===== config.mk =====
export PLATFORM = sky130hd
export DESIGN_NAME = morse_pulse_decoder
export DESIGN_NICKNAME = d
export VERILOG_FILES = /design/src/mpd_pkg.sv /design/src/morse_pulse_decoder.sv /design/src/mpd_ram.sv
export SDC_FILE = /design/constraint.sdc
export NUM_CORES = 1
export LEC_CHECK = 0
export BUFFER_PORTS_ARGS = -buffer_cell sky130_fd_sc_hd__buf_2
export CORE_UTILIZATION = 45
export DETAILED_ROUTE_END_ITERATION = 8
export PLACE_DENSITY = 0.71
export SLEW_MARGIN = 10
export SYNTH_ARGS = -nofsm -noshare
export SYNTH_HDL_FRONTEND = slang
export SYNTH_SLANG_ARGS = --single-unit

===== constraint.sdc =====
create_clock -name clk -period 4 [get_ports clk]
set_clock_uncertainty 0.05 [all_clocks]
set_input_delay 0.8 -clock clk [delete_from_list [all_inputs] [get_ports clk]]
set_output_delay 0.8 -clock clk [all_outputs]
set_load 0.005 [all_outputs]

===== src/mpd_pkg.sv =====
package mpd_pkg;

    // Field widths
    localparam int unsigned DUR_W      = 20;
    localparam int unsigned CHAR_W     = 7;
    localparam int unsigned PAT_W      = 5;
    localparam int unsigned CNT_W      = 3;
    localparam int unsigned CFG_IDX_W  = 3;
    localparam int unsigned S_TDATA_W  = 24;
    localparam int unsigned M_TDATA_W  = 8;
    localparam int unsigned STEP_W     = 4;

    // Default sizes
    localparam int unsigned DEF_MESSAGE_DEPTH = 32;
    localparam int unsigned DEF_MAX_SYMBOLS   = 5;

    // Register reset values
    localparam logic [DUR_W-1:0] DOT_LIMIT_RST  = 20'd300;
    localparam logic [DUR_W-1:0] DASH_LIMIT_RST = 20'd900;
    localparam logic [DUR_W-1:0] LETTER_GAP_RST = 20'd900;
    localparam logic [DUR_W-1:0] WORD_GAP_RST   = 20'd3000;
    localparam logic [DUR_W-1:0] END_GAP_RST    = 20'd7000;

    localparam logic [CHAR_W-1:0] CHAR_SPACE = 7'h20;
    localparam logic [CHAR_W-1:0] CHAR_NONE  = 7'h00;

    typedef enum logic [CFG_IDX_W-1:0] {
        REG_DOT_LIMIT,
        REG_DASH_LIMIT,
        REG_LETTER_GAP,
        REG_WORD_GAP,
        REG_END_GAP
    } cfg_reg_t;

    // Event class of the held input item
    typedef enum logic [2:0] {
        EV_NONE,
        EV_DOT,
        EV_DASH,
        EV_LETTER,
        EV_WORD,
        EV_END
    } event_t;

    // Datapath operations
    typedef enum logic [3:0] {
        OP_NOP,
        OP_ACCEPT,
        OP_CLASSIFY,
        OP_ADD_SYM,
        OP_END_LETTER,
        OP_STORE_SPACE,
        OP_FLUSH_START,
        OP_FLUSH_OUT,
        OP_CLEAR
    } uop_t;

    // Jump conditions
    typedef enum logic [3:0] {
        C_NEVER,
        C_ALWAYS,
        C_NO_INPUT,
        C_EV_NONE,
        C_EV_PULSE,
        C_EV_LETTER,
        C_EV_WORD,
        C_STORE_EMPTY,
        C_FLUSH_MORE
    } ucond_t;

    typedef logic [STEP_W-1:0] step_t;

    typedef struct packed {
        uop_t   op;
        ucond_t cond;
        step_t  target;
    } uword_t;

    // Program addresses
    localparam step_t STEP_WAIT        = 4'd0;
    localparam step_t STEP_CLASSIFY    = 4'd1;
    localparam step_t STEP_CHK_NONE    = 4'd2;
    localparam step_t STEP_CHK_PULSE   = 4'd3;
    localparam step_t STEP_END_LETTER  = 4'd4;
    localparam step_t STEP_CHK_WORD    = 4'd5;
    localparam step_t STEP_FLUSH_START = 4'd6;
    localparam step_t STEP_FLUSH_OUT   = 4'd7;
    localparam step_t STEP_CLEAR       = 4'd8;
    localparam step_t STEP_SPACE       = 4'd9;
    localparam step_t STEP_ADD_SYM     = 4'd10;

    // Control store: a jump is taken when its condition holds, else fall through
    function automatic uword_t ucode_rom(input step_t step);
        uword_t w;
        begin
            unique case (step)
                STEP_WAIT:        w = '{OP_ACCEPT,      C_NO_INPUT,    STEP_WAIT};
                STEP_CLASSIFY:    w = '{OP_CLASSIFY,    C_NEVER,       STEP_WAIT};
                STEP_CHK_NONE:    w = '{OP_NOP,         C_EV_NONE,     STEP_WAIT};
                STEP_CHK_PULSE:   w = '{OP_NOP,         C_EV_PULSE,    STEP_ADD_SYM};
                STEP_END_LETTER:  w = '{OP_END_LETTER,  C_EV_LETTER,   STEP_WAIT};
                STEP_CHK_WORD:    w = '{OP_NOP,         C_EV_WORD,     STEP_SPACE};
                STEP_FLUSH_START: w = '{OP_FLUSH_START, C_STORE_EMPTY, STEP_CLEAR};
                STEP_FLUSH_OUT:   w = '{OP_FLUSH_OUT,   C_FLUSH_MORE,  STEP_FLUSH_OUT};
                STEP_CLEAR:       w = '{OP_CLEAR,       C_ALWAYS,      STEP_WAIT};
                STEP_SPACE:       w = '{OP_STORE_SPACE, C_ALWAYS,      STEP_WAIT};
                STEP_ADD_SYM:     w = '{OP_ADD_SYM,     C_ALWAYS,      STEP_WAIT};
                default:          w = '{OP_NOP,         C_ALWAYS,      STEP_WAIT};
            endcase
            return w;
        end
    endfunction

    // Morse ROM; pattern has dash = 1, newest symbol in bit 0
    function automatic logic [CHAR_W-1:0] morse_rom(input logic [CNT_W-1:0] cnt,
                                                    input logic [PAT_W-1:0] pat);
        logic [CHAR_W-1:0] c;
        begin
            c = CHAR_NONE;
            case (cnt)
                3'd1: c = pat[0] ? 7'h54 : 7'h45;              // T E
                3'd2:
                    case (pat[1:0])
                        2'd0:    c = 7'h49;                    // I
                        2'd1:    c = 7'h41;                    // A
                        2'd2:    c = 7'h4E;                    // N
                        default: c = 7'h4D;                    // M
                    endcase
                3'd3:
                    case (pat[2:0])
                        3'd0:    c = 7'h53;                    // S
                        3'd1:    c = 7'h55;                    // U
                        3'd2:    c = 7'h52;                    // R
                        3'd3:    c = 7'h57;                    // W
                        3'd4:    c = 7'h44;                    // D
                        3'd5:    c = 7'h4B;                    // K
                        3'd6:    c = 7'h47;                    // G
                        default: c = 7'h4F;                    // O
                    endcase
                3'd4:
                    case (pat[3:0])
                        4'd0:    c = 7'h48;                    // H
                        4'd1:    c = 7'h56;                    // V
                        4'd2:    c = 7'h46;                    // F
                        4'd4:    c = 7'h4C;                    // L
                        4'd6:    c = 7'h50;                    // P
                        4'd7:    c = 7'h4A;                    // J
                        4'd8:    c = 7'h42;                    // B
                        4'd9:    c = 7'h58;                    // X
                        4'd10:   c = 7'h43;                    // C
                        4'd11:   c = 7'h59;                    // Y
                        4'd12:   c = 7'h5A;                    // Z
                        4'd13:   c = 7'h51;                    // Q
                        default: c = CHAR_NONE;
                    endcase
                3'd5:
                    case (pat)
                        5'h1F:   c = 7'h30;
                        5'h0F:   c = 7'h31;
                        5'h07:   c = 7'h32;
                        5'h03:   c = 7'h33;
                        5'h01:   c = 7'h34;
                        5'h00:   c = 7'h35;
                        5'h10:   c = 7'h36;
                        5'h18:   c = 7'h37;
                        5'h1C:   c = 7'h38;
                        5'h1E:   c = 7'h39;
                        default: c = CHAR_NONE;
                    endcase
                default: c = CHAR_NONE;
            endcase
            return c;
        end
    endfunction

endpackage


===== src/morse_pulse_decoder.sv =====
// Morse pulse decoder. Each input transfer is one measured line event:
// s_tuser = 1 for a high pulse, 0 for a low gap, with its length in ms in
// s_tdata. Pulses build the dot/dash group of the current letter; gaps end
// the letter, decode it and append it (and, for a word gap, a space) to a
// message store of MESSAGE_DEPTH characters. An end gap streams the stored
// message out on m_*, one character per transfer, with tlast on the final one
// and tuser set if characters were dropped because the store was full; the
// store is then cleared. Control is a microcoded sequencer that walks a small
// control store, one step per cycle, and takes one event at a time. While
// the sink is ready, a flush sends one character per cycle from the store's
// read port.
// Configuration writes are taken at any time but are meant for idle periods.
module morse_pulse_decoder #(
    parameter int unsigned MESSAGE_DEPTH = mpd_pkg::DEF_MESSAGE_DEPTH,
    parameter int unsigned MAX_SYMBOLS   = mpd_pkg::DEF_MAX_SYMBOLS
) (
    input  logic                               clk,
    input  logic                               rst_n,
    // event in
    input  logic                               s_tvalid,
    output logic                               s_tready,
    input  logic [mpd_pkg::S_TDATA_W-1:0]      s_tdata,   // [19:0] duration_ms
    input  logic                               s_tuser,   // [0] func
    // characters out
    output logic                               m_tvalid,
    input  logic                               m_tready,
    output logic [mpd_pkg::M_TDATA_W-1:0]      m_tdata,   // [6:0] char_code
    output logic                               m_tlast,
    output logic                               m_tuser,   // [0] overflowed
    // register writes
    input  logic                               cfg_valid,
    output logic                               cfg_ready,
    input  logic [mpd_pkg::CFG_IDX_W-1:0]      cfg_index,
    input  logic [mpd_pkg::DUR_W-1:0]          cfg_data
);

    import mpd_pkg::*;

    localparam int unsigned AW = (MESSAGE_DEPTH > 1) ? $clog2(MESSAGE_DEPTH) : 1;
    localparam int unsigned LW = $clog2(MESSAGE_DEPTH + 1);

    // Configuration registers
    logic [DUR_W-1:0] dot_limit_reg,  dot_limit_next;
    logic [DUR_W-1:0] dash_limit_reg, dash_limit_next;
    logic [DUR_W-1:0] letter_gap_reg, letter_gap_next;
    logic [DUR_W-1:0] word_gap_reg,   word_gap_next;
    logic [DUR_W-1:0] end_gap_reg,    end_gap_next;

    // Sequencer and datapath state
    step_t            step_reg,  step_next;
    logic             func_reg,  func_next;
    logic [DUR_W-1:0] dur_reg,   dur_next;
    event_t           ev_reg,    ev_next;
    logic [PAT_W-1:0] pat_reg,   pat_next;
    logic [CNT_W-1:0] cnt_reg,   cnt_next;
    logic             long_reg,  long_next;
    logic [LW-1:0]    len_reg,   len_next;
    logic             ovf_reg,   ovf_next;
    logic [LW-1:0]    idx_reg,   idx_next;

    // Output register
    logic              m_valid_reg, m_valid_next;
    logic [CHAR_W-1:0] m_char_reg,  m_char_next;
    logic              m_last_reg,  m_last_next;
    logic              m_ovf_reg,   m_ovf_next;

    uword_t            uw;
    event_t            ev_comb;
    logic              cond_true;
    logic              out_free;
    logic              load_out;
    logic              last_now;
    logic [LW-1:0]     idx_plus1;
    logic              store_req;
    logic [CHAR_W-1:0] store_char;
    logic [CHAR_W-1:0] group_char;
    logic              group_full;

    logic              ram_we;
    logic [AW-1:0]     ram_waddr;
    logic              ram_re;
    logic [AW-1:0]     ram_raddr;
    logic [CHAR_W-1:0] ram_rdata;

    mpd_ram #(
        .WIDTH (CHAR_W),
        .DEPTH (MESSAGE_DEPTH),
        .AW    (AW)
    ) u_store (
        .clk   (clk),
        .we    (ram_we),
        .waddr (ram_waddr),
        .wdata (store_char),
        .re    (ram_re),
        .raddr (ram_raddr),
        .rdata (ram_rdata)
    );

    assign uw        = ucode_rom(step_reg);
    assign s_tready  = (uw.op == OP_ACCEPT);
    assign cfg_ready = 1'b1;
    assign out_free  = !m_valid_reg || m_tready;
    assign idx_plus1 = idx_reg + LW'(1);
    assign last_now  = (idx_plus1 == len_reg);
    assign load_out  = (uw.op == OP_FLUSH_OUT) && out_free;
    assign group_full = (cnt_reg >= CNT_W'(MAX_SYMBOLS));

    // Decoded character of the current group
    always_comb
    begin
        if (long_reg || (cnt_reg > CNT_W'(MAX_SYMBOLS)))
            group_char = CHAR_NONE;
        else
            group_char = morse_rom(cnt_reg, pat_reg);
    end

    // Event classification against the limits
    always_comb
    begin
        ev_comb = EV_NONE;
        if (func_reg)
        begin
            if (dur_reg < dot_limit_reg)
                ev_comb = EV_DOT;
            else if ((dur_reg > dot_limit_reg) && (dur_reg < dash_limit_reg))
                ev_comb = EV_DASH;
        end
        else
        begin
            if (dur_reg > end_gap_reg)
                ev_comb = EV_END;
            else if (dur_reg > word_gap_reg)
                ev_comb = EV_WORD;
            else if ((dur_reg > letter_gap_reg) && (dur_reg < word_gap_reg))
                ev_comb = EV_LETTER;
        end
    end

    // Jump condition
    always_comb
    begin
        unique case (uw.cond)
            C_NEVER:       cond_true = 1'b0;
            C_ALWAYS:      cond_true = 1'b1;
            C_NO_INPUT:    cond_true = !s_tvalid;
            C_EV_NONE:     cond_true = (ev_reg == EV_NONE);
            C_EV_PULSE:    cond_true = (ev_reg == EV_DOT) || (ev_reg == EV_DASH);
            C_EV_LETTER:   cond_true = (ev_reg == EV_LETTER);
            C_EV_WORD:     cond_true = (ev_reg == EV_WORD);
            C_STORE_EMPTY: cond_true = (len_reg == '0);
            C_FLUSH_MORE:  cond_true = !out_free || !last_now;
            default:       cond_true = 1'b1;
        endcase
    end

    assign step_next = cond_true ? uw.target : step_t'(step_reg + 1'b1);

    // Datapath operations
    always_comb
    begin
        func_next  = func_reg;
        dur_next   = dur_reg;
        ev_next    = ev_reg;
        pat_next   = pat_reg;
        cnt_next   = cnt_reg;
        long_next  = long_reg;
        idx_next   = idx_reg;
        store_req  = 1'b0;
        store_char = group_char;
        ram_re     = 1'b0;
        ram_raddr  = idx_plus1[AW-1:0];

        unique case (uw.op)
            OP_ACCEPT:
            begin
                if (s_tvalid)
                begin
                    func_next = s_tuser;
                    dur_next  = s_tdata[DUR_W-1:0];
                end
            end
            OP_CLASSIFY:
            begin
                ev_next = ev_comb;
            end
            OP_ADD_SYM:
            begin
                if (group_full)
                begin
                    long_next = 1'b1;
                end
                else
                begin
                    pat_next = {pat_reg[PAT_W-2:0], (ev_reg == EV_DASH)};
                    cnt_next = cnt_reg + CNT_W'(1);
                end
            end
            OP_END_LETTER:
            begin
                store_req = (cnt_reg != '0) || long_reg;
                pat_next  = '0;
                cnt_next  = '0;
                long_next = 1'b0;
            end
            OP_STORE_SPACE:
            begin
                store_req  = 1'b1;
                store_char = CHAR_SPACE;
            end
            OP_FLUSH_START:
            begin
                idx_next  = '0;
                ram_re    = 1'b1;
                ram_raddr = '0;
            end
            OP_FLUSH_OUT:
            begin
                if (out_free)
                begin
                    idx_next = idx_plus1;
                    ram_re   = 1'b1;
                end
            end
            default:
            begin
            end
        endcase
    end

    // Message store append and clear
    always_comb
    begin
        len_next  = len_reg;
        ovf_next  = ovf_reg;
        ram_we    = 1'b0;
        ram_waddr = len_reg[AW-1:0];
        if (store_req)
        begin
            if (len_reg < LW'(MESSAGE_DEPTH))
            begin
                ram_we   = 1'b1;
                len_next = len_reg + LW'(1);
            end
            else
            begin
                ovf_next = 1'b1;
            end
        end
        if (uw.op == OP_CLEAR)
        begin
            len_next = '0;
            ovf_next = 1'b0;
        end
    end

    // Output register
    always_comb
    begin
        m_valid_next = m_valid_reg && !m_tready;
        m_char_next  = m_char_reg;
        m_last_next  = m_last_reg;
        m_ovf_next   = m_ovf_reg;
        if (load_out)
        begin
            m_valid_next = 1'b1;
            m_char_next  = ram_rdata;
            m_last_next  = last_now;
            m_ovf_next   = ovf_reg;
        end
    end

    // Register writes
    always_comb
    begin
        dot_limit_next  = dot_limit_reg;
        dash_limit_next = dash_limit_reg;
        letter_gap_next = letter_gap_reg;
        word_gap_next   = word_gap_reg;
        end_gap_next    = end_gap_reg;
        if (cfg_valid)
        begin
            case (cfg_index)
                REG_DOT_LIMIT:  dot_limit_next  = cfg_data;
                REG_DASH_LIMIT: dash_limit_next = cfg_data;
                REG_LETTER_GAP: letter_gap_next = cfg_data;
                REG_WORD_GAP:   word_gap_next   = cfg_data;
                REG_END_GAP:    end_gap_next    = cfg_data;
                default:
                begin
                end
            endcase
        end
    end

    // Control state
    always_ff @(posedge clk or negedge rst_n)
    begin
        if (!rst_n)
        begin
            dot_limit_reg  <= DOT_LIMIT_RST;
            dash_limit_reg <= DASH_LIMIT_RST;
            letter_gap_reg <= LETTER_GAP_RST;
            word_gap_reg   <= WORD_GAP_RST;
            end_gap_reg    <= END_GAP_RST;
            step_reg       <= STEP_WAIT;
            ev_reg         <= EV_NONE;
            pat_reg        <= '0;
            cnt_reg        <= '0;
            long_reg       <= 1'b0;
            len_reg        <= '0;
            ovf_reg        <= 1'b0;
            idx_reg        <= '0;
            m_valid_reg    <= 1'b0;
        end
        else
        begin
            dot_limit_reg  <= dot_limit_next;
            dash_limit_reg <= dash_limit_next;
            letter_gap_reg <= letter_gap_next;
            word_gap_reg   <= word_gap_next;
            end_gap_reg    <= end_gap_next;
            step_reg       <= step_next;
            ev_reg         <= ev_next;
            pat_reg        <= pat_next;
            cnt_reg        <= cnt_next;
            long_reg       <= long_next;
            len_reg        <= len_next;
            ovf_reg        <= ovf_next;
            idx_reg        <= idx_next;
            m_valid_reg    <= m_valid_next;
        end
    end

    // Payload
    always_ff @(posedge clk)
    begin
        func_reg   <= func_next;
        dur_reg    <= dur_next;
        m_char_reg <= m_char_next;
        m_last_reg <= m_last_next;
        m_ovf_reg  <= m_ovf_next;
    end

    assign m_tvalid = m_valid_reg;
    assign m_tdata  = {{(M_TDATA_W - CHAR_W){1'b0}}, m_char_reg};
    assign m_tlast  = m_last_reg;
    assign m_tuser  = m_ovf_reg;

    // Store never holds more than its depth
    a_len_bound: assert property (@(posedge clk) disable iff (!rst_n)
        len_reg <= LW'(MESSAGE_DEPTH))
        else $error("message length beyond store depth");

    // Overflow only raised while the store is full
    a_ovf_full: assert property (@(posedge clk) disable iff (!rst_n)
        $rose(ovf_reg) |-> $past(len_reg) == LW'(MESSAGE_DEPTH))
        else $error("overflow raised with room left");

    // Loading the final character leads straight to the clearing step
    a_last_clear: assert property (@(posedge clk) disable iff (!rst_n)
        (load_out && last_now) |=> (step_reg == STEP_CLEAR))
        else $error("flush did not end in clear");

endmodule


===== src/mpd_ram.sv =====
module mpd_ram #(
    parameter int unsigned WIDTH = 7,
    parameter int unsigned DEPTH = 32,
    parameter int unsigned AW    = (DEPTH > 1) ? $clog2(DEPTH) : 1
) (
    input  logic             clk,
    input  logic             we,
    input  logic [AW-1:0]    waddr,
    input  logic [WIDTH-1:0] wdata,
    input  logic             re,
    input  logic [AW-1:0]    raddr,
    output logic [WIDTH-1:0] rdata
);

    logic [WIDTH-1:0] mem [DEPTH];
    logic [WIDTH-1:0] rdata_reg;

    // Single write port, registered read port
    always_ff @(posedge clk)
    begin
        if (we)
        begin
            mem[waddr] <= wdata;
        end
        if (re)
        begin
            rdata_reg <= mem[raddr];
        end
    end

    assign rdata = rdata_reg;

endmodule

==> flow_summary.ini <==
[clock_network]
numCtsBuffers = 41
holdBufCountCts = 0
clk_latency_ns = 0.56
h-tree-depth = 2
cts_resized = 0
clock-sinks = 391
cts_tree = built
post_cts_buffers = 0
clock_path_buffers = 3
cts-root-buf = clkbuf_16
path_clk_slew_ns = 0.07

[finish]
top_register = u_store.mem
regArea_um2 = 11100
nFillCells = 3484
layout.nets = 1865
drive_above_1_share_pct = 17.3
multi_input_area_um2 = 6990
largest_reg_flops = 224
final_common_cell = edfxtp_1
area_growth_pct = 13.8
final_cell_mix = 261 x edfxtp_1, 207 x nand2_1, 126 x ha_1

[setup_path]
reg2reg_depth = 10
crit_top_cell = buf_4
path_max_fanout = 8
cp-start-kind = register
crit_buf_inv = 3
endpoint_kind = register
critPathKind = register to register
crit_required_ns = 4.24
crit_chain = inv_1 -> ha_1 -> mux2_4 -> a22oi_1 -> buf_4 -> a311oi_2 -> nor2b_1 -> nand2_1 -> nor2_1 -> buf_4
path_delay_family = simple AND/OR/NAND/NOR gates
r2r-end = u_store.mem[10][1]$_DFFE_PP_
crit_path_max_incr_delay_ns = 0.55
slowest_stage = nor2b_1
arrival_ns = 3.95
worstReg2RegStart = step_reg[1]$_DFF_PN0_
r2r_setup_slack_ns = 0.29

[synthesis]
synthAdderAreaFrac_pct = 8.37
netlist_area_um2 = 18800
avgSynthCellArea_um2 = 11.9
synth_area_leaders = edfxtp_1 42%, dfrtp_1 14%, ha_1 8.4%, nand2_1 4.1%, dfstp_2 3.6%
synth_compound_area_share_pct = 12.2
ys_types = 77
syn-instance-count = 1580
synthXorXnorAreaFrac_pct = 0.903
yosysWarnings = 0
synth.area.mux_share_pct = 4.97
seq_area_frac_synth_pct = 59.0
synth_edf_count = 261
ys_ff_latch = 391
ys.flop_type = edfxtp_1
async_reset_ff_share_pct = 33.2
yosysTopAreaCell = edfxtp_1
synth_nets = 1759
synth_top_family_by_area = compound AO/OA/AOI/OAI gates
synth_top_area_share_pct = 41.6
synthSimpleGateAreaFrac_pct = 10.4

[placed_design]
pre_cts_slack_ns = 0.287
io_buffers = 59
gp_congestion = 0.915
dp_hpwl_mm = 31.0

[global_route]
grt_pass1_vias = 12591
grt_overflow_total = 0
antenna_found_initial = 0
grt_max_degree = 86
track_usage_pct = 21.4
grt_pass1_wl_mm = 69.8

[sta]
slew_headroom_pct = 30.8
worst_slew_pin_slew_ns = 1.04
setup_viol = 0
rsz0062_at_grt = no
max_freq_mhz = 269
final.min_clock_period_ns = 3.71
setup-tns-final_ns = 0
setup_ws_ns = 0.286
period_share_pct = 92.8
whs_ns = 0.269
slew_violations = 0
hold_viol_final = 0

[die]
rows = 74
dieArea_um2 = 42700
design.core.area_um2 = 41000
die_w_um = 207
fp.dieH_um = 207
start_util_pct = 45.9
io_pins = 66

[detailed_routing]
vias = 12745
first_pass_iters = 9
drc_errors = 6
drtIter0Drc = 1080
routedWlPerCell_um = 19.9
vias_per_cell = 5.66
wl_mm = 44.8
postRouteAntennaNets = 0

[power]
peakVddDrop_mv = 0.380
p_leak_nw = 8.50
p_per_area_nw_per_um2 = 649
power.total_w = 0.0139

[worst_hold_path]
hp-class = input pin to async pin

[status]
violations = design-rule violations
status = finished, violations left

[run]
drv_cap = 0
## layer usage
metal  part of all wire (%)  up-vias  GRT usage [%]  routed length [um]
li1                       -     5986              -                   -
met1                     41     6181           27.5               18300
met2                     49      483           36.0               21900
met3                    6.4       95           3.66                2880
met4                    3.8        0           8.82                1690
met5                      0        -              0                   0
## synthesized netlist by cell type (16+ instances only)
cell,number
edfxtp_1,261
nand2_1,207
ha_1,126
inv_1,124
o21ai_0,113
dfrtp_1,104
nor2_1,81
a21oi_1,75
nand3_1,63
clkbuf_1,39
mux2_2,32
a21o_1,28
dfstp_2,26
mux2i_1,20
buf_2,19
nand4_1,18
mux4_2,16
o31ai_1,16
## logic make-up after synthesis
logic type,count (synthesis)
and+or+nand+nor,434
DFF,391
AOI/OAI and AO/OA,349
buffers and inverters,192
adders and majority gates,126
muxes,69
xor gates and xnor gates,17
other,2
## where the power goes
group	total [W]	switching, W	leakage [nW]	internal [W]
Sequential	0.00553	0.000387	4.02	0.00515
Combinational	0.00455	0.00290	3.83	0.00165
Clock	0.00384	0.00158	0.651	0.00226
## worst max-delay path by stage
stage / to / startpoint / cells past startpoint
4_1_cts: u_store.mem[10][1]$_DFFE_PP_ / step_reg[1]$_DFF_PN0_ / 10
2_1_floorplan: u_store.mem[0][5]$_DFFE_PP_ / pat_reg[1]$_DFFE_PN0P_ / 8
3_3_place_gp: u_store.mem[10][1]$_DFFE_PP_ / step_reg[1]$_DFF_PN0_ / 10
5_1_grt: u_store.mem[10][1]$_DFFE_PP_ / step_reg[1]$_DFF_PN0_ / 10
6_report: u_store.mem[10][1]$_DFFE_PP_ / step_reg[1]$_DFF_PN0_ / 10
3_5_place_dp: u_store.mem[10][1]$_DFFE_PP_ / step_reg[1]$_DFF_PN0_ / 10
## per-stage QoR
step | cells | utilization [%] | instance area, um2
final | 2251 | 52.3 | 21400
after global routing | 2250 | 52.3 | 21400
after CTS | 2250 | 52.3 | 21400
after detailed placement | 2175 | 49.0 | 20100
after global placement | 2175 | 49.0 | 20100
after floorplan | 1580 | - | 18800
## area by class of cell
class / count / area share, %
timing repair buffer: 131 / 3.93
antenna: 1 / 0.0117
inverter: 124 / 2.17
sequential: 391 / 51.9
multi-input combinational: 997 / 32.6
clock inverter: 17 / 0.980
clock buffer: 58 / 5.32
tap: 532 / 3.10
No activity file was read; power rests on OpenSTA's default activity.
